==> src/hdl/rmqw_pkg.sv <==
// Package with the types, codes and widths shared by the message queue files.
`timescale 1ns / 1ps

package rmqw_pkg;

    localparam int DATA_W      = 32;
    localparam int TASK_W      = 8;
    localparam int ACT_W       = 3;
    localparam int WAIT_TIME_W = 16;
    localparam int STAT_W      = 3;
    localparam int CAP_W       = 5;

    localparam logic [ACT_W-1:0] ACT_CREATE    = 3'd0;
    localparam logic [ACT_W-1:0] ACT_DELETE    = 3'd1;
    localparam logic [ACT_W-1:0] ACT_SEND_WAIT = 3'd2;
    localparam logic [ACT_W-1:0] ACT_SEND_POLL = 3'd3;
    localparam logic [ACT_W-1:0] ACT_RECV_WAIT = 3'd4;
    localparam logic [ACT_W-1:0] ACT_RECV_POLL = 3'd5;

    localparam logic [STAT_W-1:0] STAT_OK      = 3'd0;
    localparam logic [STAT_W-1:0] STAT_PARAM   = 3'd1;
    localparam logic [STAT_W-1:0] STAT_NOEXS   = 3'd2;
    localparam logic [STAT_W-1:0] STAT_TIMEOUT = 3'd3;
    localparam logic [STAT_W-1:0] STAT_WAITING = 3'd4;
    localparam logic [STAT_W-1:0] STAT_DELETED = 3'd5;
    localparam logic [STAT_W-1:0] STAT_FULL    = 3'd6;

    localparam logic KIND_REPLY = 1'b0;
    localparam logic KIND_WAKE  = 1'b1;

    typedef struct packed {
        logic [ACT_W-1:0]       action;
        logic [TASK_W-1:0]      task_id;
        logic [DATA_W-1:0]      send_data;
        logic [WAIT_TIME_W-1:0] wait_time;
    } request_t;

    typedef struct packed {
        logic              kind;
        logic [TASK_W-1:0] target_task;
        logic [DATA_W-1:0] out_data;
        logic [STAT_W-1:0] status;
        logic              last;
    } result_t;

    typedef struct packed {
        logic [TASK_W-1:0] task_id;
        logic [DATA_W-1:0] data;
    } sender_entry_t;

    typedef enum logic [1:0] {
        S_IDLE,
        S_EXEC,
        S_REPLY,
        S_DELETE
    } state_t;

endpackage

==> src/hdl/rmqw_ram.sv <==
// Generic single-clock RAM with one write port and one registered, write-first read port.
`timescale 1ns / 1ps

module rmqw_ram #(
    parameter int WIDTH = 32,
    parameter int DEPTH = 16
) (
    input  logic                                 clk,
    input  logic                                 we,
    input  logic [((DEPTH > 1) ? $clog2(DEPTH) : 1)-1:0] waddr,
    input  logic [WIDTH-1:0]                     wdata,
    input  logic [((DEPTH > 1) ? $clog2(DEPTH) : 1)-1:0] raddr,
    output logic [WIDTH-1:0]                     rdata
);

    logic [WIDTH-1:0] mem [DEPTH];

    always_ff @(posedge clk)
    begin
        if (we)
        begin
            mem[waddr] <= wdata;
        end
        if (we && (waddr == raddr))
        begin
            rdata <= wdata;
        end
        else
        begin
            rdata <= mem[raddr];
        end
    end

endmodule

==> src/hdl/rtos_message_queue_with_waiters_top.sv <==
// Top level of the message queue with waiting senders and receivers.
`timescale 1ns / 1ps

// A call is taken when start is high and busy is low. It is accepted in the idle state
// and handled in the execute state, in which the ring and both waiter memories already
// present the entries at their current read pointers, so the execute state reads, decides
// and writes back at once. A call that also wakes a waiting task then passes through the
// reply state, and delete goes on to the delete state, where the waiter memories are
// walked one entry a cycle. Each result is on the result port for exactly one cycle while
// result_strobe is high; the receiver cannot stall it, and the last result of a call has
// last set and is always the reply to the caller. There is no clearing pass after reset.
module rtos_message_queue_with_waiters_top #(
    parameter int RING_DEPTH = 16,
    parameter int WAIT_DEPTH = 8
) (
    input  logic                              clk,
    input  logic                              rst_n,
    input  logic                              start,
    output logic                              busy,
    input  rmqw_pkg::request_t                request,
    output logic                              result_strobe,
    output rmqw_pkg::result_t                 result,
    input  logic                              cfg_we,
    input  logic [rmqw_pkg::CAP_W-1:0]        cfg_data
);

    localparam int RIDX_W = $clog2(RING_DEPTH);
    localparam int WIDX_W = (WAIT_DEPTH > 1) ? $clog2(WAIT_DEPTH) : 1;
    localparam int CNT_W  = $clog2(WAIT_DEPTH + 1);
    localparam int SUM_W  = CNT_W + 1;
    localparam int CW     = (RIDX_W + 1 > rmqw_pkg::CAP_W) ? RIDX_W + 1 : rmqw_pkg::CAP_W;
    localparam int SND_W  = rmqw_pkg::TASK_W + rmqw_pkg::DATA_W;

    rmqw_pkg::state_t state_reg, state_next;

    logic [rmqw_pkg::CAP_W-1:0] capacity_reg;
    logic [rmqw_pkg::CAP_W-1:0] ring_size_reg, ring_size_next;
    logic                       exists_reg, exists_next;
    logic [RIDX_W-1:0]          write_index_reg, write_index_next;
    logic [RIDX_W-1:0]          read_index_reg, read_index_next;
    logic [WIDX_W-1:0]          snd_head_reg, snd_head_next;
    logic [CNT_W-1:0]           snd_count_reg, snd_count_next;
    logic [WIDX_W-1:0]          rcv_head_reg, rcv_head_next;
    logic [CNT_W-1:0]           rcv_count_reg, rcv_count_next;

    rmqw_pkg::request_t         cmd_reg, cmd_next;
    logic [rmqw_pkg::DATA_W-1:0] reply_data_reg, reply_data_next;
    rmqw_pkg::result_t          result_reg, result_next;
    logic                       strobe_reg, strobe_next;

    logic                        ring_we;
    logic [rmqw_pkg::DATA_W-1:0] ring_wdata;
    logic [rmqw_pkg::DATA_W-1:0] ring_rdata;
    logic                        snd_we;
    rmqw_pkg::sender_entry_t     snd_wdata;
    logic [SND_W-1:0]            snd_rdata_raw;
    rmqw_pkg::sender_entry_t     snd_rdata;
    logic                        rcv_we;
    logic [rmqw_pkg::TASK_W-1:0] rcv_rdata;

    logic [CW-1:0]     size_ext;
    logic [CW-1:0]     cap_ext;
    logic [CW-1:0]     cap_sat;
    logic [CW-1:0]     wr_inc;
    logic [CW-1:0]     rd_inc;
    logic [RIDX_W-1:0] wr_wrap;
    logic [RIDX_W-1:0] rd_wrap;
    logic              can_put;
    logic              can_get;
    logic [SUM_W-1:0]  snd_sum;
    logic [SUM_W-1:0]  rcv_sum;
    logic [WIDX_W-1:0] snd_slot;
    logic [WIDX_W-1:0] rcv_slot;
    logic [WIDX_W-1:0] snd_head_inc;
    logic [WIDX_W-1:0] rcv_head_inc;
    logic              accept;
    logic              is_send;
    logic              is_recv;
    logic              is_wait;
    logic              valid_call;
    logic              go_delete;
    logic              two_results;
    logic              snd_any;
    logic              rcv_any;

    assign accept  = start && !busy;
    assign busy    = (state_reg != rmqw_pkg::S_IDLE);
    assign result  = result_reg;
    assign result_strobe = strobe_reg;
    assign snd_rdata = rmqw_pkg::sender_entry_t'(snd_rdata_raw);

    // Ring and waiter-list index arithmetic.
    always_comb
    begin
        size_ext = CW'(ring_size_reg);
        cap_ext  = CW'(capacity_reg);
        cap_sat  = (cap_ext > CW'(RING_DEPTH)) ? CW'(RING_DEPTH) : cap_ext;
        wr_inc   = CW'(write_index_reg) + CW'(1);
        rd_inc   = CW'(read_index_reg) + CW'(1);
        wr_wrap  = (wr_inc >= size_ext) ? '0 : wr_inc[RIDX_W-1:0];
        rd_wrap  = (rd_inc >= size_ext) ? '0 : rd_inc[RIDX_W-1:0];
        can_put  = (size_ext >= CW'(2)) && (wr_wrap != read_index_reg);
        can_get  = (size_ext >= CW'(2)) && (read_index_reg != write_index_reg);
        snd_sum  = SUM_W'(snd_head_reg) + SUM_W'(snd_count_reg);
        rcv_sum  = SUM_W'(rcv_head_reg) + SUM_W'(rcv_count_reg);
        snd_slot = (snd_sum >= SUM_W'(WAIT_DEPTH)) ?
                   WIDX_W'(snd_sum - SUM_W'(WAIT_DEPTH)) : WIDX_W'(snd_sum);
        rcv_slot = (rcv_sum >= SUM_W'(WAIT_DEPTH)) ?
                   WIDX_W'(rcv_sum - SUM_W'(WAIT_DEPTH)) : WIDX_W'(rcv_sum);
        snd_head_inc = (snd_head_reg == WIDX_W'(WAIT_DEPTH - 1)) ?
                       '0 : snd_head_reg + WIDX_W'(1);
        rcv_head_inc = (rcv_head_reg == WIDX_W'(WAIT_DEPTH - 1)) ?
                       '0 : rcv_head_reg + WIDX_W'(1);
        snd_any  = (snd_count_reg != '0);
        rcv_any  = (rcv_count_reg != '0);
    end

    // Call classification.
    always_comb
    begin
        is_send = (cmd_reg.action == rmqw_pkg::ACT_SEND_WAIT) ||
                  (cmd_reg.action == rmqw_pkg::ACT_SEND_POLL);
        is_recv = (cmd_reg.action == rmqw_pkg::ACT_RECV_WAIT) ||
                  (cmd_reg.action == rmqw_pkg::ACT_RECV_POLL);
        is_wait = (cmd_reg.action == rmqw_pkg::ACT_SEND_WAIT) ||
                  (cmd_reg.action == rmqw_pkg::ACT_RECV_WAIT);
        valid_call = exists_reg && (cmd_reg.action != rmqw_pkg::ACT_CREATE) &&
                     (cmd_reg.action <= rmqw_pkg::ACT_RECV_POLL) &&
                     !(is_wait && (cmd_reg.wait_time == '0));
        go_delete   = valid_call && (cmd_reg.action == rmqw_pkg::ACT_DELETE);
        two_results = valid_call && ((is_send && rcv_any) || (is_recv && snd_any));
    end

    // Next state.
    always_comb
    begin
        state_next = state_reg;
        unique case (state_reg)
            rmqw_pkg::S_IDLE:
            begin
                if (accept)
                begin
                    state_next = rmqw_pkg::S_EXEC;
                end
            end
            rmqw_pkg::S_EXEC:
            begin
                if (go_delete)
                begin
                    state_next = rmqw_pkg::S_DELETE;
                end
                else if (two_results)
                begin
                    state_next = rmqw_pkg::S_REPLY;
                end
                else
                begin
                    state_next = rmqw_pkg::S_IDLE;
                end
            end
            rmqw_pkg::S_REPLY:
            begin
                state_next = rmqw_pkg::S_IDLE;
            end
            rmqw_pkg::S_DELETE:
            begin
                if (!snd_any && !rcv_any)
                begin
                    state_next = rmqw_pkg::S_IDLE;
                end
            end
            default:
            begin
                state_next = rmqw_pkg::S_IDLE;
            end
        endcase
    end

    // Datapath, memory writes and results.
    always_comb
    begin
        cmd_next         = cmd_reg;
        reply_data_next  = reply_data_reg;
        ring_size_next   = ring_size_reg;
        exists_next      = exists_reg;
        write_index_next = write_index_reg;
        read_index_next  = read_index_reg;
        snd_head_next    = snd_head_reg;
        snd_count_next   = snd_count_reg;
        rcv_head_next    = rcv_head_reg;
        rcv_count_next   = rcv_count_reg;
        ring_we          = 1'b0;
        ring_wdata       = cmd_reg.send_data;
        snd_we           = 1'b0;
        snd_wdata.task_id = cmd_reg.task_id;
        snd_wdata.data   = cmd_reg.send_data;
        rcv_we           = 1'b0;
        strobe_next      = 1'b0;
        result_next.kind        = rmqw_pkg::KIND_REPLY;
        result_next.target_task = cmd_reg.task_id;
        result_next.out_data    = '0;
        result_next.status      = rmqw_pkg::STAT_OK;
        result_next.last        = 1'b1;

        unique case (state_reg)
            rmqw_pkg::S_IDLE:
            begin
                if (accept)
                begin
                    cmd_next = request;
                end
            end
            rmqw_pkg::S_EXEC:
            begin
                strobe_next = 1'b1;
                priority if (cmd_reg.action > rmqw_pkg::ACT_RECV_POLL)
                begin
                    result_next.status = rmqw_pkg::STAT_PARAM;
                end
                else if (cmd_reg.action == rmqw_pkg::ACT_CREATE)
                begin
                    if (exists_reg)
                    begin
                        result_next.status = rmqw_pkg::STAT_PARAM;
                    end
                    else
                    begin
                        ring_size_next   = cap_sat[rmqw_pkg::CAP_W-1:0];
                        write_index_next = '0;
                        read_index_next  = '0;
                        snd_head_next    = '0;
                        snd_count_next   = '0;
                        rcv_head_next    = '0;
                        rcv_count_next   = '0;
                        exists_next      = 1'b1;
                    end
                end
                else if (is_wait && (cmd_reg.wait_time == '0))
                begin
                    result_next.status = rmqw_pkg::STAT_PARAM;
                end
                else if (!exists_reg)
                begin
                    result_next.status = rmqw_pkg::STAT_NOEXS;
                end
                else if (cmd_reg.action == rmqw_pkg::ACT_DELETE)
                begin
                    strobe_next = 1'b0;
                end
                else if (is_send)
                begin
                    priority if (rcv_any)
                    begin
                        result_next.kind        = rmqw_pkg::KIND_WAKE;
                        result_next.target_task = rcv_rdata;
                        result_next.out_data    = cmd_reg.send_data;
                        result_next.last        = 1'b0;
                        reply_data_next         = '0;
                        rcv_head_next           = rcv_head_inc;
                        rcv_count_next          = rcv_count_reg - CNT_W'(1);
                    end
                    else if (can_put)
                    begin
                        ring_we          = 1'b1;
                        write_index_next = wr_wrap;
                    end
                    else if (cmd_reg.action == rmqw_pkg::ACT_SEND_POLL)
                    begin
                        result_next.status = rmqw_pkg::STAT_TIMEOUT;
                    end
                    else if (snd_count_reg == CNT_W'(WAIT_DEPTH))
                    begin
                        result_next.status = rmqw_pkg::STAT_FULL;
                    end
                    else
                    begin
                        snd_we             = 1'b1;
                        snd_count_next     = snd_count_reg + CNT_W'(1);
                        result_next.status = rmqw_pkg::STAT_WAITING;
                    end
                end
                else
                begin
                    priority if (can_get)
                    begin
                        read_index_next = rd_wrap;
                        if (snd_any)
                        begin
                            ring_we                 = 1'b1;
                            ring_wdata              = snd_rdata.data;
                            write_index_next        = wr_wrap;
                            snd_head_next           = snd_head_inc;
                            snd_count_next          = snd_count_reg - CNT_W'(1);
                            result_next.kind        = rmqw_pkg::KIND_WAKE;
                            result_next.target_task = snd_rdata.task_id;
                            result_next.last        = 1'b0;
                            reply_data_next         = ring_rdata;
                        end
                        else
                        begin
                            result_next.out_data = ring_rdata;
                        end
                    end
                    else if (snd_any)
                    begin
                        snd_head_next           = snd_head_inc;
                        snd_count_next          = snd_count_reg - CNT_W'(1);
                        result_next.kind        = rmqw_pkg::KIND_WAKE;
                        result_next.target_task = snd_rdata.task_id;
                        result_next.last        = 1'b0;
                        reply_data_next         = snd_rdata.data;
                    end
                    else if (cmd_reg.action == rmqw_pkg::ACT_RECV_POLL)
                    begin
                        result_next.status = rmqw_pkg::STAT_TIMEOUT;
                    end
                    else if (rcv_count_reg == CNT_W'(WAIT_DEPTH))
                    begin
                        result_next.status = rmqw_pkg::STAT_FULL;
                    end
                    else
                    begin
                        rcv_we             = 1'b1;
                        rcv_count_next     = rcv_count_reg + CNT_W'(1);
                        result_next.status = rmqw_pkg::STAT_WAITING;
                    end
                end
            end
            rmqw_pkg::S_REPLY:
            begin
                strobe_next          = 1'b1;
                result_next.out_data = reply_data_reg;
            end
            rmqw_pkg::S_DELETE:
            begin
                strobe_next = 1'b1;
                priority if (snd_any)
                begin
                    result_next.kind        = rmqw_pkg::KIND_WAKE;
                    result_next.target_task = snd_rdata.task_id;
                    result_next.status      = rmqw_pkg::STAT_DELETED;
                    result_next.last        = 1'b0;
                    snd_head_next           = snd_head_inc;
                    snd_count_next          = snd_count_reg - CNT_W'(1);
                end
                else if (rcv_any)
                begin
                    result_next.kind        = rmqw_pkg::KIND_WAKE;
                    result_next.target_task = rcv_rdata;
                    result_next.status      = rmqw_pkg::STAT_DELETED;
                    result_next.last        = 1'b0;
                    rcv_head_next           = rcv_head_inc;
                    rcv_count_next          = rcv_count_reg - CNT_W'(1);
                end
                else
                begin
                    exists_next = 1'b0;
                end
            end
            default:
            begin
                strobe_next = 1'b0;
            end
        endcase
    end

    always_ff @(posedge clk or negedge rst_n)
    begin
        if (!rst_n)
        begin
            state_reg       <= rmqw_pkg::S_IDLE;
            capacity_reg    <= rmqw_pkg::CAP_W'(16);
            ring_size_reg   <= '0;
            exists_reg      <= 1'b0;
            write_index_reg <= '0;
            read_index_reg  <= '0;
            snd_head_reg    <= '0;
            snd_count_reg   <= '0;
            rcv_head_reg    <= '0;
            rcv_count_reg   <= '0;
            strobe_reg      <= 1'b0;
        end
        else
        begin
            state_reg       <= state_next;
            if (cfg_we)
            begin
                capacity_reg <= cfg_data;
            end
            ring_size_reg   <= ring_size_next;
            exists_reg      <= exists_next;
            write_index_reg <= write_index_next;
            read_index_reg  <= read_index_next;
            snd_head_reg    <= snd_head_next;
            snd_count_reg   <= snd_count_next;
            rcv_head_reg    <= rcv_head_next;
            rcv_count_reg   <= rcv_count_next;
            strobe_reg      <= strobe_next;
        end
    end

    always_ff @(posedge clk)
    begin
        cmd_reg        <= cmd_next;
        reply_data_reg <= reply_data_next;
        result_reg     <= result_next;
    end

    // The read ports follow the next pointers, so each memory presents the entry at the
    // current pointer in every cycle.
    rmqw_ram #(
        .WIDTH (rmqw_pkg::DATA_W),
        .DEPTH (RING_DEPTH)
    ) u_ring_ram (
        .clk   (clk),
        .we    (ring_we),
        .waddr (write_index_reg),
        .wdata (ring_wdata),
        .raddr (read_index_next),
        .rdata (ring_rdata)
    );

    rmqw_ram #(
        .WIDTH (SND_W),
        .DEPTH (WAIT_DEPTH)
    ) u_sender_ram (
        .clk   (clk),
        .we    (snd_we),
        .waddr (snd_slot),
        .wdata (SND_W'(snd_wdata)),
        .raddr (snd_head_next),
        .rdata (snd_rdata_raw)
    );

    rmqw_ram #(
        .WIDTH (rmqw_pkg::TASK_W),
        .DEPTH (WAIT_DEPTH)
    ) u_receiver_ram (
        .clk   (clk),
        .we    (rcv_we),
        .waddr (rcv_slot),
        .wdata (cmd_reg.task_id),
        .raddr (rcv_head_next),
        .rdata (rcv_rdata)
    );

`ifndef ASSERT_OFF
    a_last_frees: assert property (@(posedge clk) disable iff (!rst_n)
        (result_strobe && result.last) |-> !busy)
        else $error("Final result shown while the block is still busy.");

    a_chain: assert property (@(posedge clk) disable iff (!rst_n)
        (result_strobe && !result.last) |=> result_strobe)
        else $error("A non-final result was not followed by another result.");

    a_snd_bound: assert property (@(posedge clk) disable iff (!rst_n)
        snd_count_reg <= CNT_W'(WAIT_DEPTH))
        else $error("Sender list count exceeds its depth.");

    a_ring_index: assert property (@(posedge clk) disable iff (!rst_n)
        (exists_reg && (size_ext >= CW'(2))) |->
        ((CW'(read_index_reg) < size_ext) && (CW'(write_index_reg) < size_ext)))
        else $error("Ring index outside the ring size in use.");
`endif

endmodule

==> config.mk <==
export PLATFORM = sky130hd
export DESIGN_NAME = rtos_message_queue_with_waiters_top
export DESIGN_NICKNAME = d
export VERILOG_FILES = /design/src/hdl/rmqw_pkg.sv /design/src/hdl/rmqw_ram.sv /design/src/hdl/rtos_message_queue_with_waiters_top.sv
export SDC_FILE = /design/constraint.sdc
export NUM_CORES = 1
export LEC_CHECK = 0
export BUFFER_PORTS_ARGS = -buffer_cell sky130_fd_sc_hd__buf_2
export CELL_PAD_IN_SITES_DETAIL_PLACEMENT = 1
export CELL_PAD_IN_SITES_GLOBAL_PLACEMENT = 1
export CORE_MARGIN = 1.5
export CORE_UTILIZATION = 34
export CTS_BUF_LIST = sky130_fd_sc_hd__clkbuf_2
export DETAILED_ROUTE_END_ITERATION = 6
export PLACE_DENSITY = 0.51
export SYNTH_ARGS = -nofsm -noshare
export SYNTH_HDL_FRONTEND = slang
export SYNTH_SLANG_ARGS = --single-unit
==> constraint.sdc <==
create_clock -name clk -period 17.2 [get_ports clk]
set_input_delay 0.86 -clock clk [delete_from_list [all_inputs] [get_ports clk]]
set_output_delay 0.86 -clock clk [all_outputs]
set_load 0.02 [all_outputs]
# [Word level (Yosys, flattened, before mapping)]
# Memory sizes are Yosys's and may differ from the RTL's. A register that Yosys moved wholly into a read port is not among the register bits.
# Cells that the tools add are included.
[word_totals] inputBits=68 mem_bits_rw=896 output_inout_bits=47 register_bits=172 word_cells=303 mem_count=3
[mem_list] name="u_ring_ram.mem" depth=16 width=32 read_ports=1 rd_ports_with_merged_regs=1 write_ports=1 line_no="rmqw_ram.sv:16" rtl="logic [WIDTH-1:0] mem [DEPTH];"
[mem_list] name="u_sender_ram.mem" depth=8 width=40 read_ports=1 rd_ports_with_merged_regs=1 write_ports=1 line_no="rmqw_ram.sv:16"
[mem_list] name="u_receiver_ram.mem" depth=8 width=8 read_ports=1 rd_ports_with_merged_regs=1 write_ports=1 line_no="rmqw_ram.sv:16"
[classes] n_mux=175 n_lt_le_gt_ge=8 addsub=12 eq_ne=38 bitwise=5 reduce_logical=41
[ops] cell="two-way mux 32 bit" count=16
[ops] cell="two-way mux 41 bit" count=5
[ops] cell="two-way mux 4 bit" count=46
[ops] cell="two-way mux 3 bit" count=31
[ops] cell="two-way mux 45 bit" count=2
[ops] cell="one-hot mux 32 bit (2 select lines)" count=1
[ops] cell="two-way mux 1 bit" count=55
[ops] cell="!= test 4 bit, second input constant" count=8
[ops] cell="two-way mux 9 bit" count=3
[ops] cell="one-hot mux 4 bit (2 select lines)" count=3
[ops] cell="AND reduction 10 bit" count=2
[ops] cell="one-hot mux 9 bit (2 select lines)" count=1
[ops] cell="logical NOT 16 bit" count=1
[ops] cell="!= test 2 bit, second input constant" count=7
[ops] cell="== test 3 bit, second input constant" count=4
[ops] cell="logical AND 1 bit" count=12
[ops] cell="two-way mux 2 bit" count=6
[ops] cell="!= test 3 bit, second input constant" count=4
[ops] cell="one-hot mux 3 bit (2 select lines)" count=2
[ops] cell="AND reduction 11 bit" count=1
[ops] cell="adder 3 x 4 -> 5 bit" count=2
[ops] cell="adder 4 x 1 -> 5 bit, second input constant" count=2
[ops] cell="greater-or-equal comparator 5 x 4 -> 1 bit, second input constant" count=2
[ops] cell="greater-or-equal comparator 5 bit" count=2
[ops] cell="32 further kinds" count=61

# [Logic depth before layout (Yosys ltp)]
[logic_depth] ltp_word=16 mapped_depth=13 depth_no_buf=12

# [By module]
# Synthesis repeated with hierarchy kept, for this count alone.
[unflattened] cells_unflattened=2323 hier_area_um2=43387.9
[by_module_without_submodules] module="rmqw_ram at u_ring_ram" cells_each=810 seq_area_each_um2=15454.8 area_each_um2=19274.7 instances=1
[by_module_without_submodules] module="rmqw_ram at u_sender_ram" cells_each=478 seq_area_each_um2=9669.3 area_each_um2=12430.7 instances=1
[by_module_without_submodules] module="rtos_message_queue_with_waiters_top" cells_each=926 seq_area_each_um2=4535.6 area_each_um2=9091.2 instances=1
[by_module_without_submodules] module="rmqw_ram at u_receiver_ram" cells_each=109 seq_area_each_um2=1981.9 area_each_um2=2591.2 instances=1

# [Least setup slack after synthesis]
# OpenSTA, ideal clock, no wires.
[synth_path] kind="reg2reg" startpoint="reg write_index_reg[1]" endpoint="mem u_sender_ram.mem[2][0] (netlist name), enable pin" t_arrival_ns=5.391 period_less_slack_ns=5.878 path_buffers=1 t_required_ns=16.713 path_stages_with_launch=13 setup_time_ns=0.487 setup_slack_ns=11.322 path_cell_list="dfrtp_1 ha_1 and3_1 ha_1 buf_2 a211o_1 a22oi_2 o211ai_1 a211oi_2 a31oi_4 nor2_4 nand4_1 nor3_1"
[synth_via] elab_chain_len=16
[synth_lines] element="from (decl)" line_no="rtos_message_queue_with_waiters_top.sv:39" rtl="logic [RIDX_W-1:0] write_index_reg, write_index_next;"
[synth_lines] element="from (signal assigned)" line_no="rtos_message_queue_with_waiters_top.sv:392" rtl="write_index_reg <= write_index_next;"
[synth_lines] element="adder 4 x 1 -> 5 bit (*)" line_no="rtos_message_queue_with_waiters_top.sv:98" rtl="wr_inc = CW'(write_index_reg) + CW'(1);"
[synth_lines] element="greater-or-equal comparator 5 bit" line_no="rtos_message_queue_with_waiters_top.sv:100" rtl="wr_wrap = (wr_inc >= size_ext) ? '0 : wr_inc[RIDX_W-1:0];"
[synth_lines] element="two-way mux 4 bit (*)" line_no="rtos_message_queue_with_waiters_top.sv:100"
[synth_lines] element="!= test 4 bit (*)" line_no="rtos_message_queue_with_waiters_top.sv:102" rtl="can_put = (size_ext >= CW'(2)) && (wr_wrap != read_index_reg);"
[synth_lines] element="logical AND 1 bit (*)" line_no="rtos_message_queue_with_waiters_top.sv:102"
[synth_lines] element="two-way mux 1 bit (*)" line_no="rtos_message_queue_with_waiters_top.sv:262" rtl="else if (can_put)"
[synth_lines] element="two-way mux 1 bit (*)" line_no="rtos_message_queue_with_waiters_top.sv:252" rtl="priority if (rcv_any)"
[synth_lines] element="two-way mux 1 bit (*)" line_no="rtos_message_queue_with_waiters_top.sv:250" rtl="else if (is_send)"
[synth_lines] element="two-way mux 1 bit (*)" line_no="rtos_message_queue_with_waiters_top.sv:246" rtl="else if (cmd_reg.action == rmqw_pkg::ACT_DELETE)"
[synth_lines] element="two-way mux 1 bit (*)" line_no="rtos_message_queue_with_waiters_top.sv:242" rtl="else if (!exists_reg)"
[synth_lines] element="two-way mux 1 bit (*)" line_no="rtos_message_queue_with_waiters_top.sv:238" rtl="else if (is_wait && (cmd_reg.wait_time == '0))"
[synth_lines] element="two-way mux 1 bit (*)" line_no="rtos_message_queue_with_waiters_top.sv:220" rtl="else if (cmd_reg.action == rmqw_pkg::ACT_CREATE)"
[synth_lines] element="two-way mux 1 bit (*)" line_no="rtos_message_queue_with_waiters_top.sv:216" rtl="priority if (cmd_reg.action > rmqw_pkg::ACT_RECV_POLL)"
[synth_lines] element="two-way mux 1 bit (*)" line_no="rtos_message_queue_with_waiters_top.sv:205" rtl="unique case (state_reg)"
[synth_lines] element="two-way mux 1 bit (*)" line_no="rmqw_ram.sv:20" rtl="if (we)"
[synth_lines] element="two-way mux 1 bit (not written as such) (*)" line_no="rmqw_ram.sv:22" rtl="mem[waddr] <= wdata;"
[synth_lines] element="to (decl)" line_no="rmqw_ram.sv:16"
# Every way passes the cells marked *; elsewhere a longest branch is shown, timed or not.

# [Final worst setup path]
[layout_path] startpoint="reg write_index_reg[0]" endpoint="mem u_sender_ram.mem[2][15] (netlist name), enable pin"
# The elaborated chain is that of the path after synthesis.

==> impl_metrics.ini <==
[status]
outcome = finished clean

[logic_synthesis]
synthesis.nets = 2316
ys_types = 80
synth.avg_cell_area_sq_um = 19.36
yosys.area_share.adder_pct = 1.057
synth.most_common_cell = edfxtp_1
synth-xor-area-share_pct = 0.3476
synthSimpleGateAreaFrac_pct = 3.759
synth-seq-area-share_pct = 73.87
synth_seq_cells = 1078
synth-edff-count = 987
synth.top_cell.area_share_pct = 69.19
yosys-top-cells-count = 987 x edfxtp_1, 249 x mux4_2, 120 x nor2_1, 87 x nand2_1
synth_area_sq_um = 42830
yosys.area.top_type = edfxtp_1
synth.mux.area_fraction_pct = 14.98
synth_warnings = 0
synth_compound_area_share_pct = 4.329
synth_area_leaders = edfxtp_1 69%, mux4_2 13%, dfxtp_1 2.6%
ys.flop_type = edfxtp_1
synth_cells = 2213
async_flop_share_pct = 3.340
synth_top_family_by_area = multiplexers

[final_layout]
layout-drive-gt1-share_pct = 32.65
fin_area_sq_um = 49240
largest_register_ffs = 512
syn2layout_area_growth_pct = 14.96
top_register = u_ring_ram.mem
nNetsFinal = 2794
reg_top3 = u_ring_ram.mem (512), u_sender_ram.mem (320), u_receiver_ram.mem (64)
fin_cells = 4522

[clock_network]
clkSlewWorstSetupHoldPaths_ns = 0.11
cts_buffers = 300
cts_tree = yes
post_cts_buffers = 0
clkSinkCount = 1078
clock_latency_ns = 1.66
htreeDepth = 5
cts_buffer_depth = 4
clock-root-buffer = clkbuf_2

[power_and_ir_drop]
switching_share_pct = 32.46
p_int_w = 0.004324
power.share.clock_pct = 26.9
power_leakage_nw = 16.21
p_seq_share_pct = 52.4
p_comb_share_pct = 20.6
ir_drop_mv = 0.06038
switchingPower_w = 0.002079
power.density_nw_per_um2 = 130.0
total_power_w = 0.006403

[route]
vias = 23180
drt_pass1_iterations = 5
via_per_inst = 5.127
drc = 0
drt_wl_total_mm = 114.7
drt_iter0_drc = 1625
ant_nets = 0
post_drt_wl_per_cell_microns = 25.36

[critical_path]
required_ns = 18.38
crit_fanout = 32
arrival_ns = 6.20
r2r_slack_ns = 12.18
criticalPathCategory = reg2reg
cp-end-kind = register
startpoint_type = register

[floorplanning]
dieArea_sq_um = 128100
rows = 130
die_w_microns = 357.9
start_util_pct = 34.20
die_h_microns = 357.9
core_sq_um = 125200
io_pins = 115

[global_route]
grt_pass1_wl_mm = 168.5
grt_pass1_vias = 25670
grt_overflow = 0
grt_antenna_before_repair = 5
grt_max_degree = 77
grt_usage_pct = 18.16

[sta]
hold_ws_ns = 0.3627
rsz0062_at_grt = no
setup_viol = 0
slew_headroom_pct = 8.224
maxSlewViolCount = 0
fin_crit_sh_pct = 29.18
fmax_mhz = 199.2
setup-tns-final_ns = 0
fin_skew_ns = 0.1911
worstMarginPinSlew_ns = 1.377
hold_viol = 0
period_minus_slack_ns = 5.019

[place]
gp_congestion = 0.8167
placed_area_sq_um = 45370
hpwl_mm = 66.29
place_inst = 3900
port_buffers = 114

[min_path]
hold_path.class = in2reg

[run]
maxCapViolations = 0
critical path: stages (launching register included):
cell	delay, ns
dfrtp_1	0.51
ha_1	0.36
xnor2_1	0.30
inv_1	0.08
ha_1	0.30
nand2_1	0.06
o21ai_1	0.37
o211ai_1	0.21
a211oi_2	0.33
a31oi_4	0.21
nor2_4	0.24
nand4_1	0.33
nor3_2	0.76
buf_4	0.60
through the flow:
stage                     setup WS (ns)  util, %
after floorplan                   11.32        -
after global placement            12.11    36.20
after detailed placement          12.13    36.23
after CTS                         12.15    39.25
after global routing              11.85    39.31
final                             12.18    39.31
path summary, 6_finish.rpt:
check                              startpoint                 endpoint  cells past startpoint
max                        write_index_reg[0]  u_sender_ram.mem[2][15]                     13
min                                     start             state_reg[0]                      5
max reg2reg                write_index_reg[0]  u_sender_ram.mem[2][15]                     13
min reg2reg                 reply_data_reg[8]               result[12]                      3
max in group asynchronous               rst_n          snd_head_reg[2]                      4
min in group asynchronous               rst_n         snd_count_reg[3]                      4
final cells by class:
| class | instances | area, sq um |
|---|---|---|
| tap | 1650 | 2064 |
| clock inverter | 52 | 255.2 |
| antenna | 5 | 12.51 |
| fill | 12500 | 76010 |
| sequential | 1078 | 31660 |
| clock buffer | 426 | 2132 |
| inverter | 27 | 101.3 |
| multi-input combinational | 983 | 10670 |
| timing repair buffer | 301 | 2344 |
cell usage in the layout (no fill, tap or decap), types with 7 or more instances in the layout:
master	netlist	final
dlygate4sd3_1	0	137
o21ai_1	7	7
and2_1	52	35
a21oi_1	64	44
a221o_1	8	8
a22oi_1	34	34
buf_4	19	47
a21oi_2	0	20
nor2_4	1	7
mux4_1	7	7
and3_1	7	7
o21ai_0	61	61
mux2_2	8	8
nor2_1	120	114
and2_2	0	16
mux2i_1	52	52
xnor2_1	12	12
dfrtp_1	35	35
ha_1	33	32
dfxtp_1	55	48
inv_1	27	26
clkinv_1	0	41
nor3_1	17	13
edfxtp_1	987	987
a211oi_1	38	38
clkbuf_2	1	426
nand2_1	87	87
mux4_2	249	249
o2111ai_1	9	9
nand2b_1	12	12
nand3_1	11	10
buf_2	22	114
power groups by stage:
stage | Combinational [W] | Sequential (W) | Clock, W
2_1_floorplan | 0.000884 | 0.00331 | 0
3_3_place_gp | 0.00126 | 0.00342 | 0
3_5_place_dp | 0.00130 | 0.00343 | 0
4_1_cts | 0.00133 | 0.00337 | 0.00181
5_1_grt | 0.00143 | 0.00339 | 0.00194
6_report | 0.00132 | 0.00336 | 0.00172
kinds of logic after synthesis:
logic type      count (synthesis)
flops                        1078
xor+xnor                       17
mux                           317
compound gates                275
simple gates                  339
fa+ha+maj                      35
buf+inv                       152
per-layer routing:
layer  vias to the layer above  GRT usage (%)  part of all wire (%)
met5                         -              0                     0
met1                     12280          24.53                    44
li1                      10100              -                     -
met2                       641          28.91                    48
met3                       158          4.397                   5.6
met4                         0          5.806                   1.8
timing repair:
action,CTS,global route
hold buffers,138,0
resized for setup,0,0
endpoints found under the hold margin,158,0
endpoints found under the setup margin,0,0
Power figures use the tool's default switching activity.
